**src/hdl/mls_pkg.sv**
```systemverilog
// ============================================================================
// mls_pkg
// Shared types, constants and lookup functions for the Morse lamp signaller.
// ============================================================================
package mls_pkg;

    localparam int TICK_COUNT_WIDTH = 20;
    localparam int PERIOD_WIDTH     = 20;

    localparam logic [31:0] COUNT_MAX = 32'((64'd1 << TICK_COUNT_WIDTH) - 64'd1);

    localparam logic [PERIOD_WIDTH-1:0] SYMBOL_TICKS_RST = PERIOD_WIDTH'(500);
    localparam logic [PERIOD_WIDTH-1:0] GAP_TICKS_RST    = PERIOD_WIDTH'(1000);
    localparam logic [PERIOD_WIDTH-1:0] END_TICKS_RST    = PERIOD_WIDTH'(1000);

    localparam logic [1:0] REG_SYMBOL_TICKS = 2'd0;
    localparam logic [1:0] REG_GAP_TICKS    = 2'd1;
    localparam logic [1:0] REG_END_TICKS    = 2'd2;

    localparam logic [1:0] FUNC_TICK   = 2'd0;
    localparam logic [1:0] FUNC_LETTER = 2'd1;
    localparam logic [1:0] FUNC_END    = 2'd2;

    localparam logic [1:0] PH_IDLE   = 2'd0;
    localparam logic [1:0] PH_SYMBOL = 2'd1;
    localparam logic [1:0] PH_GAP    = 2'd2;
    localparam logic [1:0] PH_END    = 2'd3;

    localparam logic [7:0] CHAR_A = 8'h61;
    localparam logic [7:0] CHAR_Z = 8'h7A;

    typedef logic [TICK_COUNT_WIDTH-1:0] tick_count_t;

    typedef struct packed {
        logic red_lamp;
        logic yellow_lamp;
        logic green_lamp;
        logic busy_res;
        logic accepted;
    } res_t;

    // zero counts as one tick; saturate to the counter range
    function automatic tick_count_t load_period(input logic [PERIOD_WIDTH-1:0] period);
        logic [31:0] p;
        p = 32'(period);
        if (p == 32'd0)
        begin
            p = 32'd1;
        end
        if (p > COUNT_MAX)
        begin
            p = COUNT_MAX;
        end
        return TICK_COUNT_WIDTH'(p);
    endfunction

    // high nibble: length, low nibble: pattern (bit set = dash)
    function automatic logic [7:0] morse_entry(input logic [4:0] idx);
        logic [7:0] e;
        case (idx)
            5'd0:    e = 8'h22;
            5'd1:    e = 8'h41;
            5'd2:    e = 8'h45;
            5'd3:    e = 8'h31;
            5'd4:    e = 8'h10;
            5'd5:    e = 8'h44;
            5'd6:    e = 8'h33;
            5'd7:    e = 8'h40;
            5'd8:    e = 8'h20;
            5'd9:    e = 8'h4E;
            5'd10:   e = 8'h35;
            5'd11:   e = 8'h42;
            5'd12:   e = 8'h23;
            5'd13:   e = 8'h21;
            5'd14:   e = 8'h37;
            5'd15:   e = 8'h46;
            5'd16:   e = 8'h4B;
            5'd17:   e = 8'h32;
            5'd18:   e = 8'h30;
            5'd19:   e = 8'h11;
            5'd20:   e = 8'h34;
            5'd21:   e = 8'h48;
            5'd22:   e = 8'h36;
            5'd23:   e = 8'h49;
            5'd24:   e = 8'h4D;
            5'd25:   e = 8'h43;
            default: e = 8'h00;
        endcase
        return e;
    endfunction

endpackage

```
**src/hdl/mls_res_fifo.sv**
```systemverilog
// ============================================================================
// mls_res_fifo
// Two-entry result queue; decouples the state update from the output side.
// ============================================================================
module mls_res_fifo (
    input  logic          clk,
    input  logic          rst_n,
    input  logic          push,
    input  mls_pkg::res_t push_data,
    output logic          full,
    output logic          out_valid,
    input  logic          out_ready,
    output mls_pkg::res_t out_data
);

    mls_pkg::res_t entry_reg [2];
    logic          wr_ptr_reg;
    logic          wr_ptr_next;
    logic          rd_ptr_reg;
    logic          rd_ptr_next;
    logic [1:0]    count_reg;
    logic [1:0]    count_next;
    logic          pop;

    assign full      = (count_reg == 2'd2);
    assign out_valid = (count_reg != 2'd0);
    assign out_data  = entry_reg[rd_ptr_reg];
    assign pop       = out_valid && out_ready;

    always_comb
    begin
        wr_ptr_next = push ? ~wr_ptr_reg : wr_ptr_reg;
        rd_ptr_next = pop ? ~rd_ptr_reg : rd_ptr_reg;
        count_next  = count_reg + 2'(push) - 2'(pop);
    end

    always_ff @(posedge clk or negedge rst_n)
    begin
        if (!rst_n)
        begin
            wr_ptr_reg <= 1'b0;
            rd_ptr_reg <= 1'b0;
            count_reg  <= 2'd0;
        end
        else
        begin
            wr_ptr_reg <= wr_ptr_next;
            rd_ptr_reg <= rd_ptr_next;
            count_reg  <= count_next;
        end
    end

    always_ff @(posedge clk)
    begin
        if (push)
        begin
            entry_reg[wr_ptr_reg] <= push_data;
        end
    end

endmodule

```
**src/hdl/morse_led_signaler.sv**
```systemverilog
// ============================================================================
// morse_led_signaler
// Morse lamp signaller: ticks, letters and end-of-word commands drive lamps.
// ============================================================================
// Each result is registered in the result queue when its item is accepted.
// Throughput: one item per cycle while the result queue is not full; the state update is a single registered pass.
// A two-entry result queue lets items enter while a result waits to be taken.
// Reset: phase idle, counters clear, periods return to 500/1000/1000 ticks.
// Configuration writes are always accepted (cfg_ready is tied high) and update the period registers directly.
module morse_led_signaler (
    input  logic       clk,
    input  logic       rst_n,
    input  logic       in_valid,
    output logic       in_ready,
    input  logic [1:0] func,
    input  logic [7:0] char_code,
    output logic       out_valid,
    input  logic       out_ready,
    output logic       red_lamp,
    output logic       yellow_lamp,
    output logic       green_lamp,
    output logic       busy_res,
    output logic       accepted,
    input  logic       cfg_valid,
    output logic       cfg_ready,
    input  logic [1:0] cfg_index,
    input  logic [19:0] cfg_data
);

    logic [mls_pkg::PERIOD_WIDTH-1:0] symbol_ticks_reg;
    logic [mls_pkg::PERIOD_WIDTH-1:0] gap_ticks_reg;
    logic [mls_pkg::PERIOD_WIDTH-1:0] end_ticks_reg;

    logic [1:0]           phase_reg;
    logic [1:0]           phase_next;
    logic [3:0]           pattern_reg;
    logic [3:0]           pattern_next;
    logic [2:0]           length_reg;
    logic [2:0]           length_next;
    logic [2:0]           pos_reg;
    logic [2:0]           pos_next;
    mls_pkg::tick_count_t count_reg;
    mls_pkg::tick_count_t count_next;
    mls_pkg::tick_count_t count_dec;
    logic                 acc_next;
    logic [7:0]           entry;
    logic [7:0]           letter_off;
    logic                 is_letter;
    logic                 dash;
    logic                 in_fire;
    logic                 fifo_full;
    mls_pkg::res_t        res;
    mls_pkg::res_t        out_res;

    assign in_ready  = !fifo_full;
    assign in_fire   = in_valid && in_ready;
    assign cfg_ready = 1'b1;

    assign letter_off = char_code - mls_pkg::CHAR_A;
    assign is_letter  = (char_code >= mls_pkg::CHAR_A) && (char_code <= mls_pkg::CHAR_Z);
    assign entry      = mls_pkg::morse_entry(letter_off[4:0]);
    assign count_dec  = (count_reg != '0) ? count_reg - mls_pkg::tick_count_t'(1) : count_reg;

    always_comb
    begin
        phase_next   = phase_reg;
        pattern_next = pattern_reg;
        length_next  = length_reg;
        pos_next     = pos_reg;
        count_next   = count_reg;
        acc_next     = 1'b0;
        case (func)
            mls_pkg::FUNC_TICK:
            begin
                if (phase_reg != mls_pkg::PH_IDLE)
                begin
                    count_next = count_dec;
                    if (count_dec == '0)
                    begin
                        if (phase_reg == mls_pkg::PH_SYMBOL)
                        begin
                            pos_next = pos_reg + 3'd1;
                            if (pos_next < length_reg)
                            begin
                                count_next = mls_pkg::load_period(symbol_ticks_reg);
                            end
                            else
                            begin
                                phase_next = mls_pkg::PH_GAP;
                                count_next = mls_pkg::load_period(gap_ticks_reg);
                            end
                        end
                        else
                        begin
                            phase_next = mls_pkg::PH_IDLE;
                        end
                    end
                end
            end
            mls_pkg::FUNC_LETTER:
            begin
                if (phase_reg == mls_pkg::PH_IDLE)
                begin
                    acc_next = 1'b1;
                    pos_next = 3'd0;
                    if (is_letter)
                    begin
                        pattern_next = entry[3:0];
                        length_next  = entry[6:4];
                        phase_next   = mls_pkg::PH_SYMBOL;
                        count_next   = mls_pkg::load_period(symbol_ticks_reg);
                    end
                    else
                    begin
                        pattern_next = 4'd0;
                        length_next  = 3'd0;
                        phase_next   = mls_pkg::PH_GAP;
                        count_next   = mls_pkg::load_period(gap_ticks_reg);
                    end
                end
            end
            mls_pkg::FUNC_END:
            begin
                if (phase_reg == mls_pkg::PH_IDLE)
                begin
                    acc_next   = 1'b1;
                    phase_next = mls_pkg::PH_END;
                    count_next = mls_pkg::load_period(end_ticks_reg);
                end
            end
            default:
            begin
                acc_next = 1'b0;
            end
        endcase
    end

    assign dash = pattern_next[pos_next[1:0]];

    always_comb
    begin
        res.red_lamp    = (phase_next == mls_pkg::PH_SYMBOL) && !dash;
        res.yellow_lamp = (phase_next == mls_pkg::PH_SYMBOL) && dash;
        res.green_lamp  = (phase_next == mls_pkg::PH_END);
        res.busy_res    = (phase_next != mls_pkg::PH_IDLE);
        res.accepted    = acc_next;
    end

    always_ff @(posedge clk or negedge rst_n)
    begin
        if (!rst_n)
        begin
            phase_reg   <= mls_pkg::PH_IDLE;
            pattern_reg <= 4'd0;
            length_reg  <= 3'd0;
            pos_reg     <= 3'd0;
            count_reg   <= '0;
        end
        else if (in_fire)
        begin
            phase_reg   <= phase_next;
            pattern_reg <= pattern_next;
            length_reg  <= length_next;
            pos_reg     <= pos_next;
            count_reg   <= count_next;
        end
    end

    always_ff @(posedge clk or negedge rst_n)
    begin
        if (!rst_n)
        begin
            symbol_ticks_reg <= mls_pkg::SYMBOL_TICKS_RST;
            gap_ticks_reg    <= mls_pkg::GAP_TICKS_RST;
            end_ticks_reg    <= mls_pkg::END_TICKS_RST;
        end
        else if (cfg_valid && cfg_ready)
        begin
            case (cfg_index)
                mls_pkg::REG_SYMBOL_TICKS: symbol_ticks_reg <= cfg_data;
                mls_pkg::REG_GAP_TICKS:    gap_ticks_reg    <= cfg_data;
                mls_pkg::REG_END_TICKS:    end_ticks_reg    <= cfg_data;
                default:                   symbol_ticks_reg <= symbol_ticks_reg;
            endcase
        end
    end

    mls_res_fifo u_res_fifo (
        .clk       (clk),
        .rst_n     (rst_n),
        .push      (in_fire),
        .push_data (res),
        .full      (fifo_full),
        .out_valid (out_valid),
        .out_ready (out_ready),
        .out_data  (out_res)
    );

    assign red_lamp    = out_res.red_lamp;
    assign yellow_lamp = out_res.yellow_lamp;
    assign green_lamp  = out_res.green_lamp;
    assign busy_res    = out_res.busy_res;
    assign accepted    = out_res.accepted;

`ifndef SYNTHESIS
    a_idle_count_clear: assert property (@(posedge clk) disable iff (!rst_n)
        (phase_reg == mls_pkg::PH_IDLE) |-> (count_reg == '0))
        else $error("idle with ticks outstanding");

    a_busy_count_live: assert property (@(posedge clk) disable iff (!rst_n)
        (phase_reg != mls_pkg::PH_IDLE) |-> (count_reg != '0))
        else $error("busy with empty tick counter");

    a_symbol_in_range: assert property (@(posedge clk) disable iff (!rst_n)
        (phase_reg == mls_pkg::PH_SYMBOL) |-> (pos_reg < length_reg))
        else $error("symbol position past pattern length");

    a_refused_holds: assert property (@(posedge clk) disable iff (!rst_n)
        (in_fire && (phase_reg != mls_pkg::PH_IDLE) && (func != mls_pkg::FUNC_TICK))
        |=> $stable(phase_reg) && $stable(count_reg))
        else $error("refused command altered state");

    a_lamps_imply_busy: assert property (@(posedge clk) disable iff (!rst_n)
        (out_valid && (red_lamp || yellow_lamp || green_lamp))
        |-> (busy_res && $onehot({red_lamp, yellow_lamp, green_lamp})))
        else $error("lamp lit while idle or several lamps lit");
`endif

endmodule
```
**config.mk**
```make
export PLATFORM = sky130hd
export DESIGN_NAME = morse_led_signaler
export DESIGN_NICKNAME = d
export VERILOG_FILES = /design/src/hdl/mls_pkg.sv /design/src/hdl/mls_res_fifo.sv /design/src/hdl/morse_led_signaler.sv
export SDC_FILE = /design/constraint.sdc
export NUM_CORES = 1
export LEC_CHECK = 0
export BUFFER_PORTS_ARGS = -buffer_cell sky130_fd_sc_hd__buf_2
export CAP_MARGIN = 30
export CORE_UTILIZATION = 33
export CTS_CLUSTER_DIAMETER = 150
export DETAILED_ROUTE_END_ITERATION = 6
export PLACE_DENSITY = 0.47
export SYNTH_ARGS = -nofsm -noshare
export SYNTH_HDL_FRONTEND = slang
export SYNTH_SLANG_ARGS = --single-unit
export TNS_END_PERCENT = 1
```
**constraint.sdc**
```tcl
create_clock -name clk -period 3.85 [get_ports clk]
set_input_delay 0.77 -clock clk [delete_from_list [all_inputs] [get_ports clk]]
set_output_delay 0.77 -clock clk [all_outputs]
set_load 0.005 [all_outputs]
```
=== After elaboration in Yosys (flattened, before gate mapping) ===
Memories as Yosys holds them, arrays and structs flattened.
Index checks and enable logic that the tools add are counted.

* Reduce and logical (&&, ||, !) cells: 27
* Bitwise gates (word level): 2
* Multiplexer cells: 58
* Eq/ne operators: 13
* Add/subtract/negate cells: 5
* Div/mod/pow operators: 0
* Magnitude comparators: 9
* $mul: 0
* Shift-type cells: 0

{| class="wikitable"
|+ Operators by type and width
! kind !! count
|-
| 32-bit two-way mux || 18
|-
| 20-bit two-way mux || 16
|-
| 32-bit by 20-bit greater-than comparator with 1-bit output, second input constant || 5
|-
| 20-bit logical NOT || 4
|-
| 20-bit one-hot mux with 3 select lines || 1
|-
| 20-bit nonzero test || 1
|-
| 20-bit by 1-bit subtractor with 20-bit output, second input constant || 1
|-
| 3-bit two-way mux || 5
|-
| 2-bit two-way mux || 7
|-
| 4-bit two-way mux || 3
|-
| 2-bit inequality test, second input constant || 5
|-
| 2-bit by 1-bit == test with 1-bit output, second input constant || 4
|-
| 2-bit == test, second input constant || 4
|-
| 8-bit by 7-bit greater-or-equal comparator with 1-bit output, second input constant || 1
|-
| 8-bit by 7-bit <= comparator with 1-bit output, second input constant || 1
|-
| 2-bit nonzero test || 4
|-
| 2-bit logical NOT || 3
|-
| 2-bit one-hot mux with 3 select lines || 1
|-
| 3-bit one-hot mux with 2 select lines || 1
|-
| 2-bit AND reduction || 3
|-
| 6-bit AND reduction || 1
|-
| 1-bit logical AND || 5
|-
| 1-bit two-way mux || 5
|-
| 5-bit AND reduction || 1
|-
| 12 further kinds || 14
|}

* Latch bits: 0
* Memory bits (read-only): 224
* Word-level logic and storage cells: 128
* Memory bits (writable): 10
* Register bits after elaboration: 96
* Memories kept: 2

{| class="wikitable"
|+ Memory list
! name !! depth !! bits a word !! rd ports !! clocked after Yosys merged registers in !! write ports !! line !! RTL
|-
| (name not given) || 32 || 7 || 1 || 0 || 0 || mls_pkg.sv:60 || <nowiki>case (idx)</nowiki>
|-
| u_res_fifo.entry_reg || 2 || 5 || 1 || 0 || 1 || mls_res_fifo.sv:16 || <nowiki>mls_pkg::res_t entry_reg [2];</nowiki>
|}

=== Logic depth before layout (Yosys ltp) ===
* Depth in word-level cells: 14
* Gate-level depth with buffers: 15
* Depth with buffers taken out: 12

=== Modules after synthesis ===
From an unflattened synthesis, not the netlist that was laid out.

* Cell total of the unflattened synthesis: 749
* Area, all modules: 7078.0 um^2

{| class="wikitable"
|+ By module, submodules not included
! module !! cells an instance !! area an instance (um^2) !! times used
|-
| morse_led_signaler || 716 || 6492.5 || 1
|-
| mls_res_fifo || 33 || 585.6 || 1
|}

=== Worst setup path after synthesis ===
No wires, ideal clock.

* Kind: flip-flop to flip-flop
* Start: register count_reg[0]
* End: memory u_res_fifo.entry_reg[0][3] in the netlist's numbering (data pin)
* Arrival: 3.779 ns
* Setup slack: -0.188 ns
* Period minus slack after synthesis: 4.038 ns
* Data required time: 3.592 ns
* Cell stages (with the launch flop): 15
* Buffers on the path: 2
* Cells stage by stage: dfrtp_1 > inv_1 > ha_1 > or3b_1 > clkbuf_1 > and2_1 > or4_1 > a2111oi_2 > nand4_1 > or3b_1 > buf_4 > mux2i_4 > o211a_1 > or4_1 > and3_1

{| class="wikitable"
|+ RTL lines
! element !! line !! RTL
|-
| start, declared || morse_led_signaler.sv:42 || <nowiki>mls_pkg::tick_count_t count_reg;</nowiki>
|-
| start signal, assigned || morse_led_signaler.sv:165 || <nowiki>count_reg <= count_next;</nowiki>
|-
| end, declared || mls_res_fifo.sv:16 ||
|}

==> results.toml <==
[run_status]
status = "finished, violations left"
violations = "setup timing"

[routing]
drt-total-wl_um = 20270
vias = 6068
ant_nets = 0
drtPass1Iterations = 5
drc = 0
viasPerCell = 5.516
routedWlPerCell_um = 18.43
drt_iter0_markers = 425

[final_layout]
final_nets = 879
final_area_mm2 = 0.008189
area_growth_pct = 18.89
drive_above_1_share_pct = 31.57
antenna_cells = 0

[place]
dpl_worst_slack_ns = -0.1162
post_dp_cell_area_mm2 = 0.007825
dpl.hpwl_um = 15040
portBuffers = 43
gp_congestion = 0.9089

[worst_setup_path]
crit_arrival_ns = 3.97
path_class = "reg2reg"
rr_endpoint = "u_res_fifo.entry_reg[1][3]"
end_kind = "flop"
rrSetupSlack_ns = -0.003
cp-start-kind = "flop"
r2r_start = "count_reg[0]"
worst-r2r-cell-count = 12
setup.worst_path.start = "count_reg[0]"
cp_max_fo = 5
worstPathRequired_ns = 3.97

[hold_path]
worstHoldPathCells = 2
hold_path.class = "reg2reg"
min_from = "length_reg[2]"
hold_path_end = "length_reg[2]"

[yosys]
ys_seq_area_share_pct = 39.56
synth_top_area_share_pct = 28.34
synth_top_area_cell = "dfrtp_1"
synth_warnings = 0
synth_area_mm2 = 0.006888
synth_cell_type_count = 67
postSynthCellCount = 749
async_flop_share_pct = 90.57
synth-seq-cells = 106
synthTopCellsByCount = "109 x nand2_1, 85 x mux2_2, 78 x dfrtp_1"
ys_top_cells_by_area = "dfrtp_1 28%, mux2_2 14%, dfstp_2 6.9%"
synth_edf_count = 10
synth_fp_nets = 803
synth_top_flop_cell = "dfrtp_1"
yosys.cell_count.top_type = "nand2_1"
syn_area_per_cell_um2 = 9.196

[clocking]
clock_path_buffers = 2
cts_tree = "done"
htree_num_levels = 3
numCtsBuffers = 9
hold_buffers = 0
clk_latency_ns = 0.36
cts.sinks = 106
cts_root_buffer = "clkbuf_16"
clk_pin_slew_ns = 0.08

[power_and_ir_drop]
p_per_area_mw_per_mm2 = 601.6
max-vdd-ir-drop_mv = 0.2588
p_comb_share_pct = 45.1
p_leak_nw = 3.438
clkPwrFrac_pct = 18.7
power_w = 0.004927
internal_power_w = 0.002949
p_switching_w = 0.001978
switching_share_pct = 40.15
p_seq_share_pct = 36.2

[timing]
min_period_over_period_pct = 100.1
finalCriticalPeriod_ns = 3.853
slew_violations = 0
report.final.setup_viol = 2
finClkSkew_ns = 0.009526
layout_setup_ws_ns = -0.003367
rsz0062_at_grt = "true"
hold_viol = 0
timing.hold.ws_ns = 0.4826
maxSlewHeadroom_pct = 35.76
fmax_ghz = 0.2595
worst_pin_slew_ns = 0.9637

[die]
row_count = 52
core-area_mm2 = 0.02036
die_w_um = 146.5
die_y_um = 146.5
ioPinCount = 45
die_area_mm2 = 0.02145
initial_core_util_pct = 33.82

[grt]
grt_pass1_wl_um = 33150
grt-ovfl-total = 0
antenna_found_initial = 0
grt_max_degree = 65
first_global_vias = 5983
grt_usage_pct = 19.71

[flow_run]
drv_cap = 0
==> critical path: stages (launching register included) <==
cell       delay [ns]
dfrtp_1          0.41
inv_2            0.07
ha_4             0.13
or3b_4           0.38
and2_4           0.17
or4_4            0.49
a2111oi_4        0.29
nand4_1          0.17
or3b_4           0.46
mux2i_4          0.21
mux2i_1          0.13
or4_4            0.53
and3_4           0.18
==> cells in the final DEF (no fill, tap or decap), types with 5 or more instances in the layout <==
cell / instances
buf_2: 42
and2_1: 5
a31oi_1: 11
dfstp_2: 18
nand3_1: 8
a21oi_1: 42
nor3_1: 15
edfxtp_1: 10
o211ai_1: 5
xnor2_1: 8
clkbuf_16: 9
mux2_2: 85
nand2_1: 109
nor4_1: 22
buf_4: 71
a221oi_1: 5
xor2_1: 7
inv_1: 16
ha_1: 16
nor2_1: 44
nand2b_1: 5
a22oi_1: 16
a21o_1: 6
nand4_1: 8
o31ai_1: 7
mux2i_1: 12
o21ai_0: 52
a211oi_1: 7
o22a_1: 7
dfrtp_1: 78
==> power by group through the flow <==
stage	registers [W]	logic (W)	clock network [W]
after floorplan	0.00167	0.00142	0
after global routing	0.00184	0.00245	0.00101
final	0.00178	0.00222	0.000921
after CTS	0.00177	0.00218	0.000947
after global placement	0.00178	0.00214	0
after detailed placement	0.00179	0.00215	0
==> kinds of logic after synthesis <==
logic type	after synthesis	synth area share, %
and+or+nand+nor	256	18.00
AOI/OAI and AO/OA	187	17.31
DFF	106	39.56
muxes	98	15.97
buffers and inverters	69	4.105
adders and majority gates	17	3.088
xor gates and xnor gates	15	1.907
other	1	0.05444
==> layer usage <==
metal  global-route usage (%)  part of all wire, %  routed length (um)  vias to the layer above
li1                         -                    -                   -                     2894
met1                    29.55                   51               10250                     2986
met2                    29.12                   44                8876                      163
met3                    2.781                  3.8                 778                       25
met4                    5.833                  1.8                 360                        0
met5                        0                    0                   0                        -
==> per-stage QoR <==
stage	utilization, %	std cells	TNS, ns
after floorplan	-	749	-0.1610
after global placement	38.42	1083	-0.1809
after detailed placement	38.42	1083	-0.2674
after CTS	40.02	1099	-0.06774
after global routing	40.21	1100	-0.3411
final	40.21	1100	-0.006012
==> worst max path at each step <==
stage / endpoint / slack [ns] / cells after the start
after CTS: u_res_fifo.entry_reg[1][3] / -0.03 / 12
after global routing: u_res_fifo.entry_reg[1][3] / -0.12 / 12
after global placement: u_res_fifo.entry_reg[0][3] / -0.09 / 11
after floorplan: u_res_fifo.entry_reg[0][3] / -0.08 / 14
after detailed placement: u_res_fifo.entry_reg[0][3] / -0.12 / 12
final: u_res_fifo.entry_reg[1][3] / -0.003 / 12
==> what timing repair did <==
item,in CTS,in global routing
buffers inserted,0,1
setup endpoints to repair,4,6
pin swaps,0,3
gates resized for setup,6,9
==> area by class of cell <==
class                      instances  area, um^2
fill                            2046       12180
sequential                       106        2725
clock buffer                       9       225.2
tap                              270       337.8
clock inverter                     7       67.56
multi-input combinational        574        3979
timing repair buffer             115       783.3
inverter                          19       71.32
Power figures use the tool's default switching activity.
